<file path="src/hdl/iol_pkg.sv">
package iol_pkg;

  localparam int CAPACITY = 64;
  localparam int WORD_BITS = 32;
  localparam int POS_BITS = 7;
  localparam int IDX_BITS = (CAPACITY > 1) ? $clog2(CAPACITY) : 1;
  localparam int CNT_BITS = $clog2(CAPACITY + 1);
  localparam int CMP_BITS = (CNT_BITS > POS_BITS) ? CNT_BITS : POS_BITS;

  localparam logic [1:0] KIND_INSERT = 2'd0;
  localparam logic [1:0] KIND_REMOVE = 2'd1;
  localparam logic [1:0] KIND_GET    = 2'd2;

  localparam logic [1:0] ST_DONE     = 2'd0;
  localparam logic [1:0] ST_FULL     = 2'd1;
  localparam logic [1:0] ST_PAST_END = 2'd2;

  typedef logic [WORD_BITS-1:0] word_t;
  typedef logic [CMP_BITS-1:0] cmp_t;
  typedef logic [CNT_BITS-1:0] cnt_t;

  typedef struct packed {
    logic  ins_en;
    logic  rem_en;
    cmp_t  ins_pos;
    cmp_t  pos;
    word_t word;
  } cell_ctl_t;

endpackage

</file>
<file path="src/hdl/iol_cell.sv">
module iol_cell (
  input  logic               clk,
  input  iol_pkg::cmp_t      idx,
  input  iol_pkg::cell_ctl_t ctl,
  input  iol_pkg::word_t     left,
  input  iol_pkg::word_t     right,
  output iol_pkg::word_t     word,
  output iol_pkg::word_t     rd
);

  always_ff @(posedge clk) begin
    if (ctl.ins_en) begin
      if (idx == ctl.ins_pos) begin
        word <= ctl.word;
      end else if (idx > ctl.ins_pos) begin
        word <= left;
      end
    end else if (ctl.rem_en) begin
      if (idx >= ctl.pos) begin
        word <= right;
      end
    end
  end

  assign rd = (idx == ctl.pos) ? word : '0;

endmodule

</file>
<file path="config.mk">
export PLATFORM = sky130hd
export DESIGN_NAME = iol_cell
export DESIGN_NICKNAME = d
export VERILOG_FILES = /design/src/hdl/iol_pkg.sv /design/src/hdl/iol_cell.sv
export SDC_FILE = /design/constraint.sdc
export NUM_CORES = 1
export LEC_CHECK = 0
export BUFFER_PORTS_ARGS = -buffer_cell sky130_fd_sc_hd__buf_2
export CAP_MARGIN = 25
export CORE_ASPECT_RATIO = 1.2
export CORE_MARGIN = 3
export CORE_UTILIZATION = 40
export CTS_BUF_LIST = sky130_fd_sc_hd__clkbuf_8
export DETAILED_ROUTE_END_ITERATION = 8
export PLACE_DENSITY = 0.85
export SLEW_MARGIN = 20
export SYNTH_ARGS = -nofsm -noshare
export SYNTH_HDL_FRONTEND = slang
export SYNTH_SLANG_ARGS = --single-unit
</file>
<file path="constraint.sdc">
create_clock -name clk -period 6.23 [get_ports clk]
set_input_delay 1.246 -clock clk [delete_from_list [all_inputs] [get_ports clk]]
set_output_delay 1.246 -clock clk [all_outputs]
set_load 0.005 [all_outputs]
</file>
==> flow_summary.toml <==
[critical_path]
end_kind = "output pin"
critPathKind = "input port to output pin"
worst-path-buf-inv = 2
cp_common_cell = "buf_2"
slowest_delay_ns = 0.81
worstPathMaxFanout = 32
worstPathRequired_ns = 4.98
critPathSlowestCell = "nor2_2"
cp_top_family = "simple AND/OR/NAND/NOR gates"
crit_arrival_ns = 2.98
crit_path_start_kind = "input port"
crit_chain = "buf_2 > ha_1 > nand4_1 > nor2_2 > and2_1 > buf_2"

[pwr]
p_leak_nw = 1.65
ir_worst_vdd_v = 0.0000872
p_per_area_nw_per_um2 = 176

[detailed_routing]
drt_wl_total_um = 6220
dr_total_vias = 2261
first_pass_iters = 4
drt_iter0_markers = 52
viasPerCell = 4.84
drc = 0
route.antenna.remaining_nets = 0
wl_per_cell_um = 13.3

[finish]
layout.cells.non_filler = 467
seqCellArea_sq_um = 961
drive_gt1_frac = 0.486
top_regs = "word: 32 flops"
largest_register = "word"
multiInputGateArea_sq_um = 1150
area_growth_pct = 46.5
diodes = 0
fillers = 458
nets = 539
largest_register_ff_count = 32

[placed_design]
dp_cells = 459
gp_congestion = 0.742
post-dp-hpwl_um = 5180
pre_cts_ws_ns = 2.01
port_buffers = 183

[grt]
grt_pass1_vias = 2025
grt_pass1_wl_um = 8870
grt_max_degree = 68
gr-total-overflow = 0
track_usage = 0.179
antenna_found_initial = 0

[timing]
setup_viol = 0
fin_tns_setup_ns = 0
period_share = 0.678
timing.final.ws_setup_ns = 2.01
maxSlewViolCount = 0
hold_violations = 0
slew-limit-headroom = 0.328
rsz0062_at_grt = "false"
whs_ns = 1.28
finalCriticalPeriod_ns = 4.22
clock.fmax_mhz = 237
worst_pin_slew_ns = 1.01

[yosys]
ys_seq_area_frac = 0.429
ys_warn_count = 0
syn_area_sq_um = 2240
synth_seq_cells = 32
synth_fp_nets = 359
synth.distinct_cells = 23
postSynthCellCount = 225
avgSynthCellArea_sq_um = 9.96

[clock_tree]
clkTransAtPathRegs_ns = 0.06
post_cts_buffers = 0
cts-htree-levels = 2
clock_sinks = 32
cts_buffer_depth = 2
cts-root-buf = "clkbuf_8"
hold_buffers = 0
cts_tree = "built"
cts_buffers = 5
cts_resized = 0

[floorplanning]
die_h_um = 88.0
core_sq_um = 5370
initial_utilization = 0.417
die-width_um = 74.3
fp.dieArea_sq_um = 6540
ios = 184
rows = 29

[min_path]
min_path_type = "input port to flip-flop"
min_path_cells = 3
min_from = "right[14]"
worstHoldEndpoint = "word[14]"

[job]
drv_cap = 0

[outcome]
status = "finished clean"
-- layer usage --
metal | part of all wire | up-vias | wire length, um | global-route usage
met5 | 0 | - | 0 | 0
met3 | 0.073 | 4 | 456 | 0.0367
met1 | 0.35 | 1011 | 2200 | 0.182
met2 | 0.57 | 100 | 3520 | 0.356
li1 | - | 1146 | - | -
met4 | 0.0074 | 0 | 46 | 0.0534
-- power breakdown --
group / switching [mW] / internal [mW]
Combinational: 0.0678 / 0.0740
Sequential: 0.0159 / 0.279
Clock: 0.0673 / 0.0741
Total: 0.151 / 0.427
-- Yosys cell counts --
master	count	area (sq um)
nor2_1	40	150
inv_1	13	48.8
o21ai_0	2	10.0
a2111oi_1	1	10.0
o31ai_1	1	7.51
mux2i_1	32	320
ha_1	14	175
and2_1	32	200
a211o_1	1	8.76
a21oi_1	34	170
nor2_4	1	11.3
nand3_2	1	10.0
a21o_1	1	7.51
edfxtp_1	32	961
a211oi_1	2	15.0
nand3_1	1	5.00
buf_12	3	60.1
nand4_1	1	6.26
nand2b_1	2	12.5
buf_1	1	3.75
clkbuf_1	8	30.0
buf_2	1	5.00
nand4_2	1	12.5
-- through the flow --
step	util	power (mW)	cell area (sq um)
6_report	0.611	0.578	3280
5_1_grt	0.611	0.616	3280
4_1_cts	0.608	0.584	3260
3_5_place_dp	0.593	0.442	3190
3_3_place_gp	0.588	0.435	3160
2_1_floorplan	-	0.355	2240
-- layout make-up --
| type | instances | area share |
|---|---|---|
| multi-input cells | 167 | 0.349 |
| repair buffers | 186 | 0.296 |
| flip-flops and latches | 32 | 0.293 |
| well taps | 62 | 0.0236 |
| clock buffers | 5 | 0.0210 |
| inverters | 13 | 0.0149 |
| clock inverters | 2 | 0.00267 |
-- worst max-delay path by stage --
stage / cells past startpoint / to / startpoint / slack [ns]
5_1_grt: 6 / rd[19] / idx[6] / 1.90
4_1_cts: 6 / rd[7] / idx[6] / 2.00
3_5_place_dp: 6 / rd[7] / idx[6] / 2.01
2_1_floorplan: 6 / word[0] / ctl[44] / 1.46
6_report: 6 / rd[13] / idx[6] / 2.01
3_3_place_gp: 6 / rd[15] / idx[6] / 2.14
-- kinds of logic (layout without fill, tap and decap cells) --
kind of cell / after synthesis / after routing / share of synthesized area
flip-flops: 32 / 32 / 0.429
buffers and inverters: 26 / 206 / 0.0659
adder cells (fa/ha/maj): 14 / 14 / 0.0782
AND/OR/NAND/NOR: 79 / 79 / 0.182
AO/OA/AOI/OAI: 42 / 42 / 0.102
multiplexers: 32 / 32 / 0.143
-- layout by cell type (no fill, tap or decap) --
cell	instances
edfxtp_1	32
inv_1	14
buf_2	183
nand4_1	1
a21o_1	1
buf_4	1
ha_1	14
nor2_4	1
buf_16	1
clkinv_2	1
buf_12	1
o31ai_1	1
o21ai_0	2
nor2_1	39
nand3_1	1
a211oi_4	1
nand2b_1	2
a211oi_1	1
clkbuf_8	5
mux2i_1	32
nor2_2	1
a2111oi_1	1
a211o_1	1
a21oi_1	34
and2_1	32
nand4_2	1
nand3_2	1
-- tightest hold or removal path: stages --
cell	delay (ns)
buf_2	0.07
nor2_1	0.03
a21oi_1	0.09
No activity file was read; power rests on OpenSTA's default activity.
